===== src/plc_request_frame_builder_macros.svh =====
// assertion macros shared by the frame builder rtl
`ifndef PLC_REQUEST_FRAME_BUILDER_MACROS_SVH
`define PLC_REQUEST_FRAME_BUILDER_MACROS_SVH

// same-cycle implication, checked outside reset
`define PLC_ASSERT_IMPL(label, ante, cons) \
    label: assert property (@(posedge i_clk) disable iff (!i_rst_n) (ante) |-> (cons)) \
        else $error("frame builder: same-cycle check failed");

// next-cycle implication, checked outside reset
`define PLC_ASSERT_NEXT(label, ante, cons) \
    label: assert property (@(posedge i_clk) disable iff (!i_rst_n) (ante) |=> (cons)) \
        else $error("frame builder: next-cycle check failed");

`endif


===== src/plc_rfb_pkg.sv =====
// package with codes, constants and job types of the request frame builder
`timescale 1ns / 1ps

package plc_rfb_pkg;

    // command selector codes
    localparam logic [1:0] CmdRead  = 2'd0;
    localparam logic [1:0] CmdWrite = 2'd1;
    localparam logic [1:0] CmdData  = 2'd2;
    localparam logic [1:0] CmdBad   = 2'd3;

    // configuration register indexes
    localparam logic [1:0] CfgNetwork   = 2'd0;
    localparam logic [1:0] CfgStation   = 2'd1;
    localparam logic [1:0] CfgDestIo    = 2'd2;
    localparam logic [1:0] CfgMultidrop = 2'd3;

    localparam logic [4:0]  LastHdrIdx  = 5'd20;
    localparam logic [15:0] BaseReqLen  = 16'd12;
    localparam logic [15:0] MaxWriteLen = 16'hFFFF - BaseReqLen;

    // per-header settings from the configuration registers
    typedef struct packed {
        logic [7:0]  network;
        logic [7:0]  station;
        logic [15:0] dest_io;
        logic [7:0]  multidrop;
    } t_hdr_cfg;

    // one decoded item waiting to be serialized
    typedef struct packed {
        logic        is_hdr;
        logic        is_write;
        logic [7:0]  single_byte;
        logic        single_last;
        logic        single_rej;
        logic [15:0] timer;
        logic [23:0] head;
        logic [7:0]  dev;
        logic [15:0] points;
        logic [15:0] reqlen;
        logic        hdr_last;
    } t_job;

endpackage


===== src/plc_request_frame_builder.sv =====
// top level of the 3e binary request frame builder
`timescale 1ns / 1ps

// Builds 3E binary batch word read/write request frames as a byte stream.
// A read or write header word (tuser 0 or 1) expands into the 21 header bytes;
// after a write header, write_length data words (tuser 2) pass their byte
// straight through, and the final byte of the frame carries tlast. A header
// while data is still pending, a data word with none pending, selector 3 or
// a write_length above 65523 each give one output word with tuser (rejected)
// set, tdata 0 and tlast 0; the pending count is left alone.
// A data byte or a rejected word gives one output byte, a header gives 21,
// stepped out by the header byte counter in front of the output register.
// A new word is taken in the cycle the previous job hands its last byte to
// the output register; while the output is stalled the job register holds
// and the input waits with it. Configuration is sampled while the header
// bytes go out and should only be written while the block is idle.
module plc_request_frame_builder (
    input  logic        i_clk,
    input  logic        i_rst_n,
    // configuration write port
    input  logic        i_cfg_we,
    input  logic [1:0]  i_cfg_idx,
    input  logic [15:0] i_cfg_data,
    // input words
    input  logic        s_axis_tvalid,
    output logic        s_axis_tready,
    // from lsb: monitor_timer[15:0], start_device[39:16], device_kind[47:40],
    // point_count[63:48], write_length[79:64], data_byte[87:80]
    input  logic [87:0] s_axis_tdata,
    // from lsb: command[1:0]
    input  logic [1:0]  s_axis_tuser,
    // frame bytes
    output logic        m_axis_tvalid,
    input  logic        m_axis_tready,
    // from lsb: frame_byte[7:0]
    output logic [7:0]  m_axis_tdata,
    output logic        m_axis_tlast,
    // from lsb: rejected[0]
    output logic        m_axis_tuser
);
    import plc_rfb_pkg::*;
    `include "plc_request_frame_builder_macros.svh"

    // configuration registers
    t_hdr_cfg    r_cfg;

    // write data bytes still expected after a write header
    logic [15:0] r_data_remaining;
    logic [15:0] n_data_remaining;

    // job register between decode and the output register
    logic        r_job_valid;
    t_job        r_job;
    logic [4:0]  r_idx;
    t_job        n_job;

    // output register
    logic        r_out_valid;
    logic [7:0]  r_out_byte;
    logic        r_out_last;
    logic        r_out_rej;

    logic        w_accept;
    logic        w_out_adv;
    logic        w_emit;
    logic        w_job_done;
    logic [7:0]  w_hdr_byte;
    logic        w_hdr_last;

    plc_rfb_decode u_decode (
        .i_cmd       (s_axis_tuser),
        .i_timer     (s_axis_tdata[15:0]),
        .i_head      (s_axis_tdata[39:16]),
        .i_dev       (s_axis_tdata[47:40]),
        .i_points    (s_axis_tdata[63:48]),
        .i_wlen      (s_axis_tdata[79:64]),
        .i_dbyte     (s_axis_tdata[87:80]),
        .i_remaining (r_data_remaining),
        .o_job       (n_job),
        .o_remaining (n_data_remaining)
    );

    plc_rfb_hdr_mux u_hdr_mux (
        .i_job  (r_job),
        .i_cfg  (r_cfg),
        .i_idx  (r_idx),
        .o_byte (w_hdr_byte),
        .o_last (w_hdr_last)
    );

    // output register takes a byte when empty or being drained
    assign w_out_adv  = !r_out_valid || m_axis_tready;
    assign w_emit     = r_job_valid && w_out_adv;
    // single-byte jobs end at once, headers at their last byte
    assign w_job_done = !r_job.is_hdr || (r_idx == LastHdrIdx);

    assign s_axis_tready = !r_job_valid || (w_out_adv && w_job_done);
    assign w_accept      = s_axis_tvalid && s_axis_tready;

    always_ff @(posedge i_clk) begin
        if (!i_rst_n) begin
            r_cfg.network    <= 8'd0;
            r_cfg.station    <= 8'd255;
            r_cfg.dest_io    <= 16'd1023;
            r_cfg.multidrop  <= 8'd0;
            r_data_remaining <= 16'd0;
            r_job_valid      <= 1'b0;
            r_idx            <= 5'd0;
            r_out_valid      <= 1'b0;
        end else begin
            if (i_cfg_we) begin
                unique case (i_cfg_idx)
                    CfgNetwork:   r_cfg.network   <= i_cfg_data[7:0];
                    CfgStation:   r_cfg.station   <= i_cfg_data[7:0];
                    CfgDestIo:    r_cfg.dest_io   <= i_cfg_data;
                    CfgMultidrop: r_cfg.multidrop <= i_cfg_data[7:0];
                    default: ;
                endcase
            end

            // job register and byte counter
            if (w_accept) begin
                r_job_valid      <= 1'b1;
                r_idx            <= 5'd0;
                r_data_remaining <= n_data_remaining;
            end else if (w_emit) begin
                if (w_job_done) begin
                    r_job_valid <= 1'b0;
                    r_idx       <= 5'd0;
                end else begin
                    r_idx <= r_idx + 5'd1;
                end
            end

            if (w_out_adv) begin
                r_out_valid <= r_job_valid;
            end
        end
    end

    // payload registers, no reset
    always_ff @(posedge i_clk) begin
        if (w_accept) begin
            r_job <= n_job;
        end
        if (w_emit) begin
            if (r_job.is_hdr) begin
                r_out_byte <= w_hdr_byte;
                r_out_last <= w_hdr_last;
                r_out_rej  <= 1'b0;
            end else begin
                r_out_byte <= r_job.single_byte;
                r_out_last <= r_job.single_last;
                r_out_rej  <= r_job.single_rej;
            end
        end
    end

    assign m_axis_tvalid = r_out_valid;
    assign m_axis_tdata  = r_out_byte;
    assign m_axis_tlast  = r_out_last;
    assign m_axis_tuser  = r_out_rej;

    // byte counter only moves inside a header job and stays in range
    `PLC_ASSERT_IMPL(a_idx_in_hdr, r_job_valid && r_idx != 5'd0, r_job.is_hdr)
    `PLC_ASSERT_IMPL(a_idx_range, r_job_valid, r_idx <= LastHdrIdx)
    // an accepted write header loads the pending data count
    `PLC_ASSERT_NEXT(a_rem_load, w_accept && n_job.is_hdr && n_job.is_write,
                     r_data_remaining == $past(s_axis_tdata[79:64]))
    // a rejected word never marks the end of a frame
    `PLC_ASSERT_IMPL(a_rej_not_last, r_out_valid && r_out_rej, !r_out_last)

endmodule


===== src/plc_rfb_decode.sv =====
// item decode: checks an incoming word against pending data and builds a job
`timescale 1ns / 1ps

module plc_rfb_decode (
    input  logic [1:0]          i_cmd,
    input  logic [15:0]         i_timer,
    input  logic [23:0]         i_head,
    input  logic [7:0]          i_dev,
    input  logic [15:0]         i_points,
    input  logic [15:0]         i_wlen,
    input  logic [7:0]          i_dbyte,
    input  logic [15:0]         i_remaining,
    output plc_rfb_pkg::t_job   o_job,
    output logic [15:0]         o_remaining
);
    import plc_rfb_pkg::*;

    logic        w_pending;
    logic [15:0] w_wlen;

    assign w_pending = (i_remaining != 16'd0);
    assign w_wlen    = (i_cmd == CmdRead) ? 16'd0 : i_wlen;

    always_comb begin
        o_job             = '0;
        o_job.timer       = i_timer;
        o_job.head        = i_head;
        o_job.dev         = i_dev;
        o_job.points      = i_points;
        o_job.is_write    = (i_cmd == CmdWrite);
        o_job.reqlen      = BaseReqLen + w_wlen;
        o_job.hdr_last    = (w_wlen == 16'd0);
        o_remaining       = i_remaining;
        priority if (i_cmd == CmdData) begin
            if (!w_pending) begin
                o_job.single_rej = 1'b1;
            end else begin
                o_job.single_byte = i_dbyte;
                o_job.single_last = (i_remaining == 16'd1);
                o_remaining       = i_remaining - 16'd1;
            end
        end else if (i_cmd == CmdBad || w_pending) begin
            o_job.single_rej = 1'b1;
        end else if (i_cmd == CmdWrite && i_wlen > MaxWriteLen) begin
            o_job.single_rej = 1'b1;
        end else begin
            o_job.is_hdr = 1'b1;
            o_remaining  = w_wlen;
        end
    end

endmodule


===== src/plc_rfb_hdr_mux.sv =====
// header byte select: picks one of the 21 header bytes by position
`timescale 1ns / 1ps

module plc_rfb_hdr_mux (
    input  plc_rfb_pkg::t_job     i_job,
    input  plc_rfb_pkg::t_hdr_cfg i_cfg,
    input  logic [4:0]            i_idx,
    output logic [7:0]            o_byte,
    output logic                  o_last
);
    import plc_rfb_pkg::*;

    always_comb begin
        unique case (i_idx)
            5'd0:    o_byte = 8'h50;
            5'd1:    o_byte = 8'h00;
            5'd2:    o_byte = i_cfg.network;
            5'd3:    o_byte = i_cfg.station;
            5'd4:    o_byte = i_cfg.dest_io[7:0];
            5'd5:    o_byte = i_cfg.dest_io[15:8];
            5'd6:    o_byte = i_cfg.multidrop;
            5'd7:    o_byte = i_job.reqlen[7:0];
            5'd8:    o_byte = i_job.reqlen[15:8];
            5'd9:    o_byte = i_job.timer[7:0];
            5'd10:   o_byte = i_job.timer[15:8];
            5'd11:   o_byte = 8'h01;
            5'd12:   o_byte = i_job.is_write ? 8'h14 : 8'h04;
            5'd13:   o_byte = 8'h00;
            5'd14:   o_byte = 8'h00;
            5'd15:   o_byte = i_job.head[7:0];
            5'd16:   o_byte = i_job.head[15:8];
            5'd17:   o_byte = i_job.head[23:16];
            5'd18:   o_byte = i_job.dev;
            5'd19:   o_byte = i_job.points[7:0];
            5'd20:   o_byte = i_job.points[15:8];
            default: o_byte = 8'h00;
        endcase
    end

    // only a frame with no write data ends on the header
    assign o_last = (i_idx == LastHdrIdx) && i_job.hdr_last;

endmodule


===== config.mk =====
export PLATFORM = sky130hd
export DESIGN_NAME = plc_request_frame_builder
export DESIGN_NICKNAME = d
export VERILOG_FILES = /design/src/plc_rfb_pkg.sv /design/src/plc_request_frame_builder.sv /design/src/plc_rfb_decode.sv /design/src/plc_rfb_hdr_mux.sv
export VERILOG_INCLUDE_DIRS = /design/src /design/src/src
export SDC_FILE = /design/constraint.sdc
export NUM_CORES = 1
export LEC_CHECK = 0
export ABC_CLOCK_PERIOD_IN_PS = 3700
export BUFFER_PORTS_ARGS = -buffer_cell sky130_fd_sc_hd__buf_2
export CAP_MARGIN = 20
export CORE_MARGIN = 8
export CORE_UTILIZATION = 35
export DETAILED_ROUTE_END_ITERATION = 16
export GPL_TIMING_DRIVEN = 0
export PLACE_DENSITY = 0.56
export SYNTH_ARGS = -nofsm -noshare
export SYNTH_HDL_FRONTEND = slang
export SYNTH_SLANG_ARGS = --single-unit

===== constraint.sdc =====
create_clock -name i_clk -period 3.7 [get_ports i_clk]
set_input_delay 0.74 -clock i_clk [delete_from_list [all_inputs] [get_ports i_clk]]
set_output_delay 0.74 -clock i_clk [all_outputs]
set_load 0.03 [all_outputs]

**Yosys cells after proc, flatten, opt, wreduce, memory -nomap -nowiden**

Cells that the tools add are included.

- Register bits: 166
- Bits in latches: 0
- Memory bits (writable): 0
- Memory bits (read-only): 0
- Input bits: 113
- Output and inout bits: 12
- Word-level logic and storage cells: 100
- Memories kept: 0

- $add $sub $neg: 3
- Multipliers: 0
- Divide/modulo/power cells: 0
- Magnitude comparators: 1
- Eq/ne operators: 27
- Shift-type cells: 0
- Muxes and demuxes: 18
- Bitwise operators: 1
- Reduce and logical (&&, ||, !) cells: 28

Operators by type and width:

| kind | number |
|---|---|
| $pmux W8 S18 | 1 |
| $mux W16 | 5 |
| $eq A5 B4 Y1 const B | 6 |
| $eq A5 B5 Y1 const B | 5 |
| $eq A5 B3 Y1 const B | 4 |
| $add A4 B16 Y16 const A | 1 |
| $eq A16 B1 Y1 const B | 1 |
| $gt A16 B16 Y1 const B | 1 |
| $logic_not A16 Y1 | 1 |
| $reduce_bool A16 Y1 | 1 |
| $sub A16 B1 Y16 const B | 1 |
| $reduce_and A2 Y1 | 6 |
| $eq A5 B2 Y1 const B | 2 |
| $mux W5 | 2 |
| $mux W1 | 9 |
| $eq A2 B2 Y1 const B | 4 |
| $mux W8 | 1 |
| $ne A2 B1 Y1 const B | 3 |
| $add A5 B1 Y5 const B | 1 |
| $logic_and A1 B1 Y1 | 5 |
| $logic_not A5 Y1 | 1 |
| $eq A2 B1 Y1 const B | 2 |
| $logic_not A2 Y1 | 2 |
| $logic_or A1 B1 Y1 | 4 |
| 5 further kinds | 9 |

**Longest topological paths before layout**

- Word-level depth: 7
- Mapped depth: 11
- Mapped depth without buffers: 8

**Hierarchy**

From an unflattened synthesis, not the netlist that was laid out.

- Cells, all modules: 791
- Area total of the unflattened synthesis: 8431.8 um^2

Modules (own cells, without submodules):

| module | times used | cells each | area an instance (um^2) | seq. area each (um^2) |
|---|---|---|---|---|
| plc_request_frame_builder | 1 | 391 | 5719.2 | 4354.2 |
| plc_rfb_decode | 1 | 251 | 1645.3 | 0.0 |
| plc_rfb_hdr_mux | 1 | 149 | 1067.3 | 0.0 |

**Worst setup path after synthesis**

Ideal clock, no wire load.

- Kind: register to register
- Start point: reg r_idx[0]
- End point: reg r_job[0] in the netlist's numbering (enable)
- Setup time: 0.447 ns
- Arrival: 3.081 ns
- Data required time: 3.253 ns
- Path slack: 0.172 ns
- Stages on the path, launching flop included: 7
- Buffers on the path: 1
- Clock period less this slack: 3.528 ns
- Cells stage by stage: dfxtp_1 > inv_1 > ha_1 > clkbuf_1 > and4b_1 > o221ai_1 > inv_1

- Cells in the longest elaborated chain, start to end: 5

Ends and longest elaborated chain:

| item | line | RTL |
|---|---|---|
| from (decl) | plc_request_frame_builder.sv:54 | `logic [4:0] r_idx;` |
| from (signal assigned) | plc_request_frame_builder.sv:131 | `r_idx <= r_idx + 5'd1;` |
| $eq A5 B5 Y1 | plc_request_frame_builder.sv:95 | `assign w_job_done = !r_job.is_hdr \|\| (r_idx == LastHdrIdx);` |
| $logic_or A1 B1 Y1 | plc_request_frame_builder.sv:95 |  |
| $logic_and A1 B1 Y1 | plc_request_frame_builder.sv:97 | `assign s_axis_tready = !r_job_valid \|\| (w_out_adv && w_job_done);` |
| $logic_or A1 B1 Y1 | plc_request_frame_builder.sv:97 |  |
| $logic_and A1 B1 Y1 | plc_request_frame_builder.sv:98 | `assign w_accept = s_axis_tvalid && s_axis_tready;` |
| via w_accept | plc_request_frame_builder.sv:63 | `logic w_accept;` |
| to (signal assigned) | plc_request_frame_builder.sv:144 | `r_job <= n_job;` |
| to (decl) | plc_request_frame_builder.sv:53 | `t_job r_job;` |

The timed path passes the listed nets, and every way through them passes these cells.
A chain may end at the register's enable or synchronous reset.

**Final worst setup path**

- Start point: reg r_idx[0]
- End point: out s_axis_tready

- Cells in the longest elaborated chain, start to end: 4

Ends and longest elaborated chain:

| item | line | RTL |
|---|---|---|
| $eq A5 B5 Y1 | plc_request_frame_builder.sv:95 |  |
| $logic_or A1 B1 Y1 | plc_request_frame_builder.sv:95 |  |
| $logic_and A1 B1 Y1 | plc_request_frame_builder.sv:97 |  |
| $logic_or A1 B1 Y1 | plc_request_frame_builder.sv:97 |  |
| to (decl) | plc_request_frame_builder.sv:26 | `output logic s_axis_tready,` |

No other way between the ends.

==> flow_metrics.env <==
export IMPL_outcome="finished clean"
export IMPL_crit_fanout=10
export IMPL_synth_warnings=0
export IMPL_cts_max_level=4
export IMPL_cts_root_buf="clkbuf_16"
export IMPL_initial_core_util_pct=35.8
export IMPL_worst_setup_path_end_kind="output pin"
export IMPL_finalCritPeriodShare_pct=93.9
export IMPL_design_power_total_mw=5.69
export IMPL_power_density_nw_per_um2=621
export IMPL_post_cts_repair_setup_buffers=0
export IMPL_tns_ps=0
export IMPL_report_final_slew_viol_count=0
export IMPL_leakage_nw=3.48
export IMPL_synth_ff_type="edfxtp_1"
export IMPL_viasPerCell=5.42
export IMPL_place_inst=1092
export IMPL_cts_resized=1
export IMPL_drt_first_pass_iters=5
export IMPL_io_pins=125
export IMPL_syn_inst=692
export IMPL_gp_congestion=0.887
export IMPL_rsz0062_at_grt="false"
export IMPL_fin_crit_ps=3480
export IMPL_yosysSeqAreaShare_pct=57.7
export IMPL_async_flop_share_pct=0
export IMPL_syn_avg_cell_area_sq_um=10.9
export IMPL_start_kind="register"
export IMPL_syn_area_sq_um=7550
export IMPL_hold_ws_ps=470
export IMPL_yosys_area_top_type="edfxtp_1"
export IMPL_grt_start_max_net_pins=75
export IMPL_vias=6100
export IMPL_clock_fmax_mhz=288
export IMPL_skew_ps=13.8
export IMPL_synth_top_area_share_pct=41.0
export IMPL_wirelength_um=24100
export IMPL_io_buffers=121
export IMPL_cts_sinks=166
export IMPL_grt_pass1_vias=5996
export IMPL_final_cell_area_sq_um=9180
export IMPL_grt_use_total_pct=18.0
export IMPL_final_hold_viol_count=0
export IMPL_hold_path_class="reg2reg"
export IMPL_drive_gt1_share_pct=21.2
export IMPL_antenna_found_initial=1
export IMPL_postPlaceCellArea_sq_um=8570
export IMPL_core_area_sq_um=21100
export IMPL_remaining_drc_errors=0
export IMPL_critPathKind="reg2out"
export IMPL_rows=53
export IMPL_clk_pin_slew_ps=70
export IMPL_setup_slack_ps=225
export IMPL_setup_viol=0
export IMPL_cap_violations=0
export IMPL_cts_tree="done"
export IMPL_ys_types=65
export IMPL_clk_path_buf_depth=2
export IMPL_synth_area_leaders="edfxtp_1 (41%), dfxtp_1 (17%), nand2_1 (4.4%)"
export IMPL_ys_ff_latch=166
export IMPL_die_area_sq_um=26500
export IMPL_cp_required_ps=2960
export IMPL_clk_latency_ps=440
export IMPL_fill_cells=2050
export IMPL_worst_pin_slew_ps=1070
export IMPL_place_hpwl_um=17600
export IMPL_synth_edff_count=103
export IMPL_grt_pass1_wl_um=36000
export IMPL_slew_headroom_pct=28.7
export IMPL_ir_drop_mv=0.330
export IMPL_utilization_pct=43.5
export IMPL_ant_nets=0
export IMPL_cts_buffers=17
export IMPL_seqCellArea_sq_um=4350
export IMPL_drt_iter0_markers=533
export IMPL_syn_to_final_growth_pct=21.5
export IMPL_diodes=0
export IMPL_overflow=0
export IMPL_hold_buffers=0
export IMPL_dieWidth_um=163
export IMPL_wl_per_cell_um=21.4
export IMPL_synthesis_nets=814
export IMPL_place_ws_ps=275
export IMPL_die_y_um=163
export IMPL_nets=959
export IMPL_arrival_ps=2740
export IMPL_fin_cells=1125
export IMPL_multi_input_area_sq_um=2990
==> Yosys cell counts, types with 7 or more instances <==
master,number
edfxtp_1,103
nand2_1,89
dfxtp_1,63
nor2_1,55
nand3_1,32
a21oi_1,30
clkbuf_1,29
a22oi_1,22
mux2i_1,22
inv_1,18
nor3_1,16
and2_1,14
nor2b_1,12
o21ai_0,12
a221oi_1,11
a22o_1,10
nand2b_1,10
nor4_1,10
ha_1,9
nand4_1,9
xnor2_1,8
a211oi_2,7
xor2_1,7
==> cell usage in the layout, fill, tap and decap left out, types with 5 or more instances in the layout <==
| cell | Yosys | layout |
|---|---|---|
| a211oi_2 | 7 | 7 |
| a21oi_1 | 30 | 30 |
| a221oi_1 | 11 | 11 |
| a222oi_1 | 5 | 5 |
| a22o_1 | 10 | 10 |
| a22oi_1 | 22 | 22 |
| and2_1 | 14 | 14 |
| and3_1 | 5 | 5 |
| buf_1 | 5 | 5 |
| buf_2 | 0 | 123 |
| clkbuf_1 | 29 | 29 |
| clkbuf_16 | 0 | 19 |
| dfxtp_1 | 63 | 63 |
| edfxtp_1 | 103 | 103 |
| ha_1 | 9 | 9 |
| inv_1 | 18 | 17 |
| inv_6 | 0 | 5 |
| mux2i_1 | 22 | 22 |
| nand2_1 | 89 | 89 |
| nand2b_1 | 10 | 10 |
| nand3_1 | 32 | 32 |
| nand4_1 | 9 | 9 |
| nor2_1 | 55 | 55 |
| nor2b_1 | 12 | 12 |
| nor3_1 | 16 | 16 |
| nor4_1 | 10 | 10 |
| o21ai_0 | 12 | 12 |
| or3_1 | 5 | 5 |
| xnor2_1 | 8 | 8 |
| xor2_1 | 7 | 7 |
==> worst paths after layout <==
kind | from | to | slack [ps] | cells after the start
worst max register to register | r_idx[2] | m_axis_tdata[3] | 440 | 11
worst min register to register | r_cfg[18] | r_cfg[18] | 470 | 2
worst min-delay path | r_cfg[18] | r_cfg[18] | 470 | 2
worst max-delay path | r_idx[0] | s_axis_tready | 220 | 9
==> routing by layer <==
layer	track usage [%]	vias to the layer above	part of all wire [%]
met2	28.4	263	46
met4	6.01	2	2.0
met5	0	-	0.033
li1	-	2893	-
met1	23.9	2906	44
met3	4.45	36	7.7
==> power breakdown <==
part | leakage [nW] | total (mW) | internal [mW] | switching (mW)
registers | 1.52 | 2.37 | 2.23 | 0.146
clock network | 0.299 | 1.82 | 1.00 | 0.813
logic | 1.67 | 1.50 | 0.600 | 0.903
==> kinds of logic (layout without fill, tap and decap cells) <==
logic type / count (synthesis) / in the layout / share of synthesized area (%)
muxes: 22 / 22 / 2.92
buffers and inverters: 55 / 213 / 3.03
xor gates and xnor gates: 15 / 15 / 1.74
AOI/OAI and AO/OA: 145 / 145 / 14.7
and+or+nand+nor: 280 / 280 / 18.5
DFF: 166 / 166 / 57.7
adders and majority gates: 9 / 9 / 1.49
==> critical path, stage by stage (launching register included) <==
cell and delay (ps):
dfxtp_1 370, inv_1 100, ha_1 140, clkbuf_1 330, and4b_1 320, buf_2 350, nand2b_1 300, nand2_1 90
nand2_1 100, buf_2 210
==> area by class of cell <==
class,count,share of cell area [%]
Sequential cell,166,47.5
Timing Repair Buffer,126,7.17
Buffer,37,1.77
Clock inverter,10,1.01
Clock buffer,22,5.52
Multi-Input combinational cell,471,32.6
Inverter,18,0.764
Tap cell,275,3.75
==> registers in the layout, indices dropped and copies added, names as in the netlist <==
signal,flops
r_job_valid,1
r_data_remaining,16
m_axis_tlast,1
m_axis_tuser,1
r_cfg,40
r_job,93
m_axis_tdata,8
r_idx,5
m_axis_tvalid,1
(Power assumes the default switching activity.)
